$ cat src/rtl/core/spmq_pkg.sv
// spmq_pkg: shared types and constants of the stable priority message queue
// action codes, field widths, parameter defaults and the per-cycle control word
// depends on nothing
package spmq_pkg;

  // fixed field widths
  localparam int ACTION_BITS = 2;
  localparam int PRIO_BITS   = 8;
  localparam int TAG_PORT_W  = 16;
  localparam int FILL_BITS   = 5;

  // parameter defaults for the top level
  localparam int DEF_QUEUE_DEPTH = 16;
  localparam int DEF_TAG_BITS    = 16;

  // action codes
  localparam logic [ACTION_BITS-1:0] ACT_PUSH  = 2'd0;
  localparam logic [ACTION_BITS-1:0] ACT_POP   = 2'd1;
  localparam logic [ACTION_BITS-1:0] ACT_CLEAR = 2'd2;

  // control word broadcast to every cell of the row
  typedef struct packed {
    logic                 push;  // push carried out this cycle
    logic                 pop;   // pop this cycle
    logic                 clr;   // clear this cycle
    logic                 ord;   // insert by priority
    logic [PRIO_BITS-1:0] prio;  // priority of the pushed entry
  } ctl_t;

endpackage

$ cat src/rtl/core/spmq_cell.sv
// spmq_cell: one slot of the queue row, holding valid, priority and tag
// takes data from its left or right neighbour or from the broadcast entry
// depends on spmq_pkg
module spmq_cell #(
  parameter int SW = 16
) (
  input  logic                          clk,
  input  logic                          rst_n,
  input  spmq_pkg::ctl_t                ctl,
  input  logic [SW-1:0]                 new_tag,
  input  logic                          lft_vld,
  input  logic [spmq_pkg::PRIO_BITS-1:0] lft_prio,
  input  logic [SW-1:0]                 lft_tag,
  input  logic                          rgt_vld,
  input  logic [spmq_pkg::PRIO_BITS-1:0] rgt_prio,
  input  logic [SW-1:0]                 rgt_tag,
  input  logic                          taken_in,
  output logic                          taken_out,
  output logic                          vld,
  output logic [spmq_pkg::PRIO_BITS-1:0] prio,
  output logic [SW-1:0]                 tag
);

  logic                           vld_r, vld_nxt;
  logic [spmq_pkg::PRIO_BITS-1:0] prio_r, prio_nxt;
  logic [SW-1:0]                  tag_r, tag_nxt;
  logic                           here;
  logic                           ins;
  logic                           shift;

  // insertion point: first greater entry when ordered, else the first free slot
  assign here      = !vld_r || (ctl.ord && (prio_r > ctl.prio));
  assign taken_out = taken_in || here;
  assign ins       = here && !taken_in;
  assign shift     = taken_in && lft_vld;

  // next slot contents
  always_comb begin
    vld_nxt  = vld_r;
    prio_nxt = prio_r;
    tag_nxt  = tag_r;
    if (ctl.clr) begin
      vld_nxt = 1'b0;
    end else if (ctl.push) begin
      if (ins) begin
        vld_nxt  = 1'b1;
        prio_nxt = ctl.prio;
        tag_nxt  = new_tag;
      end else if (shift) begin
        vld_nxt  = 1'b1;
        prio_nxt = lft_prio;
        tag_nxt  = lft_tag;
      end
    end else if (ctl.pop) begin
      vld_nxt  = rgt_vld;
      prio_nxt = rgt_prio;
      tag_nxt  = rgt_tag;
    end
  end

  // valid flag under reset
  always_ff @(posedge clk) begin
    if (!rst_n) begin
      vld_r <= 1'b0;
    end else begin
      vld_r <= vld_nxt;
    end
  end

  // payload, no reset
  always_ff @(posedge clk) begin
    prio_r <= prio_nxt;
    tag_r  <= tag_nxt;
  end

  assign vld  = vld_r;
  assign prio = prio_r;
  assign tag  = tag_r;

endmodule

$ cat src/rtl/core/stable_priority_message_queue_top.sv
// stable_priority_message_queue_top: bounded stable priority queue as a row of cells
// holds the action decode, fill count and registered result stage
// depends on spmq_pkg and spmq_cell
//
// Usage
//   Input channel in_*: one action per transfer. in_tuser carries the action
//   (push, pop, clear), in_tdata the priority, the ordered flag and the tag.
//   Result channel out_*: exactly one result transfer per action, in order,
//   with the accepted, overflow and popped fields and the fill count after it.
//   Every cell compares its priority with the pushed one and moves its entry
//   left or right in the same cycle, so one action is taken per clock cycle;
//   while the result channel is not stalled; the whole cell row updates at once.
//   The result sits in the output register in the cycle after the transfer.
//   Reset empties the queue and drops any pending result.
//   When the receiver stalls, the held result waits in the output register
//   and in_tready falls until it is taken; the queue state is not touched.
//   A push to a full queue is refused and reported as overflow.
module stable_priority_message_queue_top #(
  parameter int QUEUE_DEPTH = spmq_pkg::DEF_QUEUE_DEPTH,
  parameter int TAG_BITS    = spmq_pkg::DEF_TAG_BITS
) (
  input  logic        clk,
  input  logic        rst_n,
  input  logic        in_tvalid,
  output logic        in_tready,
  // [7:0] msg_priority, [8] ordered, [24:9] msg_tag, [31:25] zero
  input  logic [31:0] in_tdata,
  // [1:0] action
  input  logic [1:0]  in_tuser,
  output logic        out_tvalid,
  input  logic        out_tready,
  // [0] accepted, [1] overflow, [2] popped_valid, [10:3] popped_priority,
  // [26:11] popped_tag, [31:27] fill_count
  output logic [31:0] out_tdata
);

  localparam int PW = spmq_pkg::PRIO_BITS;
  localparam int TW = spmq_pkg::TAG_PORT_W;
  localparam int SW = (TAG_BITS < TW) ? TAG_BITS : TW;
  localparam int CW = $clog2(QUEUE_DEPTH + 1);

  // input fields
  logic [spmq_pkg::ACTION_BITS-1:0] act;
  logic [PW-1:0]                    in_prio;
  logic                             in_ord;
  logic [TW-1:0]                    in_tag;
  logic                             in_acc;

  assign act     = in_tuser;
  assign in_prio = in_tdata[7:0];
  assign in_ord  = in_tdata[8];
  assign in_tag  = in_tdata[24:9];
  assign in_acc  = in_tvalid && in_tready;

  // cell row wiring
  logic            vld   [QUEUE_DEPTH];
  logic [PW-1:0]   prio  [QUEUE_DEPTH];
  logic [SW-1:0]   tag   [QUEUE_DEPTH];
  logic            taken [QUEUE_DEPTH+1];
  spmq_pkg::ctl_t  ctl;
  logic            full;
  logic            empty;

  assign full     = vld[QUEUE_DEPTH-1];
  assign empty    = !vld[0];
  assign taken[0] = 1'b0;

  // action decode
  logic is_push, is_pop, is_clr;
  always_comb begin
    is_push = 1'b0;
    is_pop  = 1'b0;
    is_clr  = 1'b0;
    unique case (act)
      spmq_pkg::ACT_PUSH:  is_push = 1'b1;
      spmq_pkg::ACT_POP:   is_pop  = 1'b1;
      spmq_pkg::ACT_CLEAR: is_clr  = 1'b1;
      default: ;
    endcase
  end

  assign ctl.push = in_acc && is_push && !full;
  assign ctl.pop  = in_acc && is_pop;
  assign ctl.clr  = in_acc && is_clr;
  assign ctl.ord  = in_ord;
  assign ctl.prio = in_prio;

  // the row of cells
  for (genvar i = 0; i < QUEUE_DEPTH; i++) begin : g_cell
    logic          lv, rv;
    logic [PW-1:0] lp, rp;
    logic [SW-1:0] lt, rt;
    if (i == 0) begin : g_head
      assign lv = 1'b0;
      assign lp = '0;
      assign lt = '0;
    end else begin : g_left
      assign lv = vld[i-1];
      assign lp = prio[i-1];
      assign lt = tag[i-1];
    end
    if (i == QUEUE_DEPTH - 1) begin : g_tail
      assign rv = 1'b0;
      assign rp = '0;
      assign rt = '0;
    end else begin : g_right
      assign rv = vld[i+1];
      assign rp = prio[i+1];
      assign rt = tag[i+1];
    end
    spmq_cell #(
      .SW (SW)
    ) u_cell (
      .clk       (clk),
      .rst_n     (rst_n),
      .ctl       (ctl),
      .new_tag   (in_tag[SW-1:0]),
      .lft_vld   (lv),
      .lft_prio  (lp),
      .lft_tag   (lt),
      .rgt_vld   (rv),
      .rgt_prio  (rp),
      .rgt_tag   (rt),
      .taken_in  (taken[i]),
      .taken_out (taken[i+1]),
      .vld       (vld[i]),
      .prio      (prio[i]),
      .tag       (tag[i])
    );
  end

  // fill count
  logic [CW-1:0] cnt_r, cnt_nxt;
  always_comb begin
    cnt_nxt = cnt_r;
    if (ctl.clr) begin
      cnt_nxt = '0;
    end else if (ctl.push) begin
      cnt_nxt = cnt_r + CW'(1);
    end else if (ctl.pop && !empty) begin
      cnt_nxt = cnt_r - CW'(1);
    end
  end

  always_ff @(posedge clk) begin
    if (!rst_n) begin
      cnt_r <= '0;
    end else begin
      cnt_r <= cnt_nxt;
    end
  end

  // result fields
  logic            r_acc, r_ovf, r_pv;
  logic [PW-1:0]   r_prio;
  logic [TW-1:0]   r_tag;
  logic [CW+4:0]   cnt_ext;
  logic [31:0]     res;

  assign cnt_ext = {5'b0, cnt_nxt};

  always_comb begin
    r_acc  = ctl.push || ctl.pop || ctl.clr;
    r_ovf  = is_push && full;
    r_pv   = is_pop && !empty;
    r_prio = '0;
    r_tag  = '0;
    if (r_pv) begin
      r_prio         = prio[0];
      r_tag[SW-1:0]  = tag[0];
    end
    res = {cnt_ext[4:0], r_tag, r_prio, r_pv, r_ovf, r_acc};
  end

  // output register, refilled while the held result leaves
  logic        out_vld_r, out_vld_nxt;
  logic [31:0] out_data_r;

  assign in_tready   = !out_vld_r || out_tready;
  assign out_vld_nxt = in_acc || (out_vld_r && !out_tready);

  always_ff @(posedge clk) begin
    if (!rst_n) begin
      out_vld_r <= 1'b0;
    end else begin
      out_vld_r <= out_vld_nxt;
    end
  end

  always_ff @(posedge clk) begin
    if (in_acc) begin
      out_data_r <= res;
    end
  end

  assign out_tvalid = out_vld_r;
  assign out_tdata  = out_data_r;

  // checks
  // a full queue always has its head slot valid
  a_contig: assert property (@(posedge clk) disable iff (!rst_n)
    full |-> !empty)
    else $error("queue full while head slot empty");

  // count agrees with the head valid flag
  a_count: assert property (@(posedge clk) disable iff (!rst_n)
    (cnt_r == '0) == empty)
    else $error("fill count disagrees with head valid");

  // a clear leaves the queue empty
  a_clear: assert property (@(posedge clk) disable iff (!rst_n)
    (in_acc && is_clr) |=> empty)
    else $error("queue not empty after clear");

  // a refused push is never marked as carried out
  a_ovf: assert property (@(posedge clk) disable iff (!rst_n)
    out_vld_r |-> !(out_data_r[0] && out_data_r[1]))
    else $error("result both accepted and overflow");

  // a held result does not change while the receiver stalls
  a_hold: assert property (@(posedge clk) disable iff (!rst_n)
    (out_vld_r && !out_tready) |=> $stable(out_data_r))
    else $error("stalled result changed");

endmodule
$ cat config.mk
export PLATFORM = sky130hd
export DESIGN_NAME = stable_priority_message_queue_top
export DESIGN_NICKNAME = d
export VERILOG_FILES = /design/src/rtl/core/spmq_pkg.sv /design/src/rtl/core/spmq_cell.sv /design/src/rtl/core/stable_priority_message_queue_top.sv
export SDC_FILE = /design/constraint.sdc
export NUM_CORES = 1
export LEC_CHECK = 0
export BUFFER_PORTS_ARGS = -buffer_cell sky130_fd_sc_hd__buf_2
export CAP_MARGIN = 40
export CORE_MARGIN = 2
export CORE_UTILIZATION = 30
export CTS_CLUSTER_SIZE = 28
export DETAILED_ROUTE_END_ITERATION = 10
export HOLD_SLACK_MARGIN = 0.06
export PLACE_DENSITY = 0.47
export SLEW_MARGIN = 5
export SYNTH_ARGS = -nofsm -noshare
export SYNTH_HDL_FRONTEND = slang
export SYNTH_SLANG_ARGS = --single-unit
$ cat constraint.sdc
create_clock -name clk -period 6.4 [get_ports clk]
set_input_delay 0.32 -clock clk [delete_from_list [all_inputs] [get_ports clk]]
set_output_delay 0.32 -clock clk [all_outputs]
set_load 0.005 [all_outputs]
==> summary.md <==
| Metric | Value |
|---|---|
| Outcome | `finished clean` |
| Max Buffers Root-to-Sink | `3` |
| Initial antenna violation count | `1` |
| Layout cell share with drive strength beyond 1 | `0.103` |
| Slew @ Worst Pin | `1.04 ns` |
| Unrepaired setup endpoints after global routing | `no` |
| Crit path DAT | `4.61 ns` |
| Root Driver | `clkbuf_16` |
| Ranking of synthesized cells by area | `edfxtp_1, mux2i_1, ha_1` |
| Yosys warning count | `0` |
| DRT antenna net count | `0` |
| First-pass GRT wire length | `119 mm` |
| CTS tree | `built` |
| CP Capture Type | `flop` |
| Initial Utilization | `0.302` |
| Worst hold stages | `3` |
| Data required time of the critical path | `about 6.7 ns` |
| Final WL | `79.7 mm` |
| IO Count | `72` |
| Setup Crit Path Kind | `in -> reg` |
| Hold/Removal Path Class | `in -> reg` |
| Most common cell after layout, fill and taps aside | `edfxtp_1` |
| Count of cell types in the netlist | `66` |
| Routed len/inst | `~23 µm` |
| Final Hold Fails | `0` |
| Pin count of the biggest net entering global routing | `between 200 and 300` |
| Sequential share of the synthesized area | `0.523` |
| Hold_sp | `in_tdata[24]` |
| CP startpoint kind | `primary input` |
| Synth Net Count | `2522` |
| Top_reg_cell synth | `edfxtp_1` |
| Total Neg Setup Slack | `0 ns` |
| GRT overflow | `0` |
| Crit-path max FO | `27` |
| Global placer's final weighted congestion | `around 0.83` |
| Die ar. | `0.0847 mm²` |
| Port buffer count | `64` |
| Worst hold endpoint | `g_cell[10].u_cell.tag[15]` |
| Post-synth top area cell | `edfxtp_1` |
| Worst flop-to-flop path startpoint | `g_cell[5].u_cell.prio[6]` |
| Vias | `18.8k` |
| Final count of pins violating max slew | `0` |
| Worst reg2reg path depth | `11` |
| First DRT Iteration DRCs | `1872` |
| Slowest Stage Delay on Critical Path | `0.51 ns` |
| # clock sinks | `between 400 and 500` |
| CP cell instances | `buf_2 > inv_1 > buf_8 > ha_1 > nand3_1 > or3b_2 > o221a_2 > a32oi_4 > nand4_4 > or3_1 > buf_4 > nor4_1 > o31ai_4 > buf_4` |
| Post-synth ARST share | `0` |
| H-tree depth | `2` |
| Post_cts resized | `0` |
| R2R Setup Slk | `2.26 ns` |
| Worst clock skew | `0.0187 ns` |
| Fillers | `8169` |
| Average cell area after synthesis | `10.5 µm²` |
| EDFF count, synth | `416` |
| Critical path's slowest cell | `nor4_1` |
| DRC Markers | `0` |
| Core area | `around 0.082 mm²` |
| Number of global-route vias before repair | `18.2k` |
| Final min period | `4.30 ns` |
| Hold_ws | `roughly 0.28 ns` |
| Number of vias per cell | `5.41` |
| Leakage power | `10.3 nW` |
| RR Endpoint | `g_cell[14].u_cell.tag[11]` |
| Final setup vio count | `0` |
| Row cnt | `105` |
| Power consumption | `just under 7 mW` |
| Final HPWL from detailed placement | `51.1 mm` |
| Yosys reg bits | `438` |
| Gr usage total | `0.184` |
| Die Y-Extent | `291 µm` |
| Clk_lat worst skew | `0.61 ns` |
| Post-Syn Area | `0.0247 mm²` |
| Tcrit/Tclk final | `0.672` |
| Most frequent cells in the layout | `edfxtp_1, nand2_1, mux2i_1, nor2_1, o21ai_0` |
| Die Width | `291 µm` |
| Final nets | `2532` |
| Fmax | `232 MHz` |
| PD cells | `244 mW/mm²` |
| Clk slew on worst S/H paths | `0.07 ns` |
| Final antenna diode count | `0` |
| Inserted Clock Buffers | `48` |
| Synthesis-to-finish area growth | `13.8%` |
| Cell with the most instances on the worst path | `buf_4` |
| DRT Pass-1 Iters | `5` |
| Relative slew slack | `0.305` |
| Max VDD drop | `0.000171 V` |
| Max cap viols | `0` |
| Synth top area share | `0.505` |
| Cells after Synth | `2354` |
## critical path: cells and delay by family
| kind | cells | cell delay, ns |
|---|---|---|
| buffers and inverters | 5 | 1.61 |
| AO/OA/AOI/OAI | 3 | 0.51 |
| adder cells (fa/ha/maj) | 1 | 0.31 |
| AND/OR/NAND/NOR | 5 | 1.79 |
## cells by family after synthesis
| family | count (synthesis) | share of synthesized area |
|---|---|---|
| AOI/OAI and AO/OA | 533 | 0.128 |
| DFF | 438 | 0.523 |
| buffers and inverters | 218 | 0.0369 |
| xor gates and xnor gates | 4 | 0.00142 |
| muxes | 247 | 0.100 |
| and+or+nand+nor | 784 | 0.144 |
| adders and majority gates | 130 | 0.0658 |
## Yosys cell counts, types with 3 or more instances
cell	instances
buf_1	12
buf_6	6
nor3b_1	4
o211ai_1	74
a41oi_1	3
a21boi_0	3
o311ai_0	3
nand2_1	368
buf_2	15
a21o_1	18
clkbuf_1	136
nor2_1	152
a21oi_1	149
o31ai_1	9
xnor2_1	4
nand3_1	112
o21a_1	7
and3_1	7
nand3b_1	6
inv_1	41
nand4_1	35
nor4_1	3
a31oi_1	30
or3b_2	3
buf_4	8
and2_1	32
nor2b_1	14
dfxtp_1	22
mux2i_1	247
o221a_2	8
o221ai_1	3
nor3_1	19
edfxtp_1	416
o21ai_1	43
nand2b_1	5
nand4b_1	5
ha_1	130
a211oi_1	9
o21ai_0	155
## through the flow
step | area, µm² | std cells | util | setup slack [ns]
final | 28100 | 3474 | 0.344 | 2.10
after global placement | 26300 | 3372 | 0.322 | 1.21
after global routing | 28100 | 3474 | 0.344 | 1.93
after CTS | 28100 | 3474 | 0.344 | 2.18
after floorplan | 24700 | 2354 | - | 1.62
after detailed placement | 26500 | 3381 | 0.324 | 1.56
## worst max-delay path by stage
stage / cells after the start / startpoint / to
after global routing: 13 / in_tdata[3] / g_cell[12].u_cell.tag[11]
after floorplan: 10 / in_tdata[1] / g_cell[8].u_cell.prio[0]
after CTS: 14 / in_tdata[3] / g_cell[14].u_cell.tag[2]
final: 14 / in_tdata[3] / g_cell[14].u_cell.tag[11]
after detailed placement: 14 / in_tdata[3] / g_cell[14].u_cell.tag[12]
after global placement: 13 / in_tdata[3] / g_cell[14].u_cell.tag[12]
## where the power goes
part	internal [mW]	leakage, nW	switching, mW
clock network	1.64	0.788	1.24
logic	0.216	5.46	0.432
registers	3.27	4.04	0.0722
## repair_timing
item | 4_1_cts | 5_1_grt
setup buffers | 0 | 0
hold buffers | 3 | 0
hold endpoints to repair | 6 | 0
## layout make-up
cell class / count / area, µm² / area share
flip-flops and latches: 438 / 12900 / 0.459
multi-input cells: 1698 / 11000 / 0.391
well taps: 1070 / 1340 / 0.0476
clock buffers: 62 / 1340 / 0.0474
repair buffers: 137 / 1120 / 0.0397
clock inverters: 28 / 259 / 0.00920
inverters: 41 / 154 / 0.00547
## registers in the layout, summed over array words and instances, names as in the netlist
signal / count
cnt_r: 5
g_cell.u_cell.prio: 128
g_cell.u_cell.tag: 256
g_cell.u_cell.vld: 16
out_tdata: 32
out_tvalid: 1
## per-layer routing
layer | GRT usage | routed length (µm) | vias up | share of wire
met5 | 0 | 0 | - | 0
met4 | 0.0452 | 1700 | 0 | 0.021
met3 | 0.0253 | 4930 | 91 | 0.062
met2 | 0.287 | 35500 | 651 | 0.45
met1 | 0.267 | 37600 | 9280 | 0.47
li1 | - | - | 8759 | -
Power figures use the tool's default switching activity.
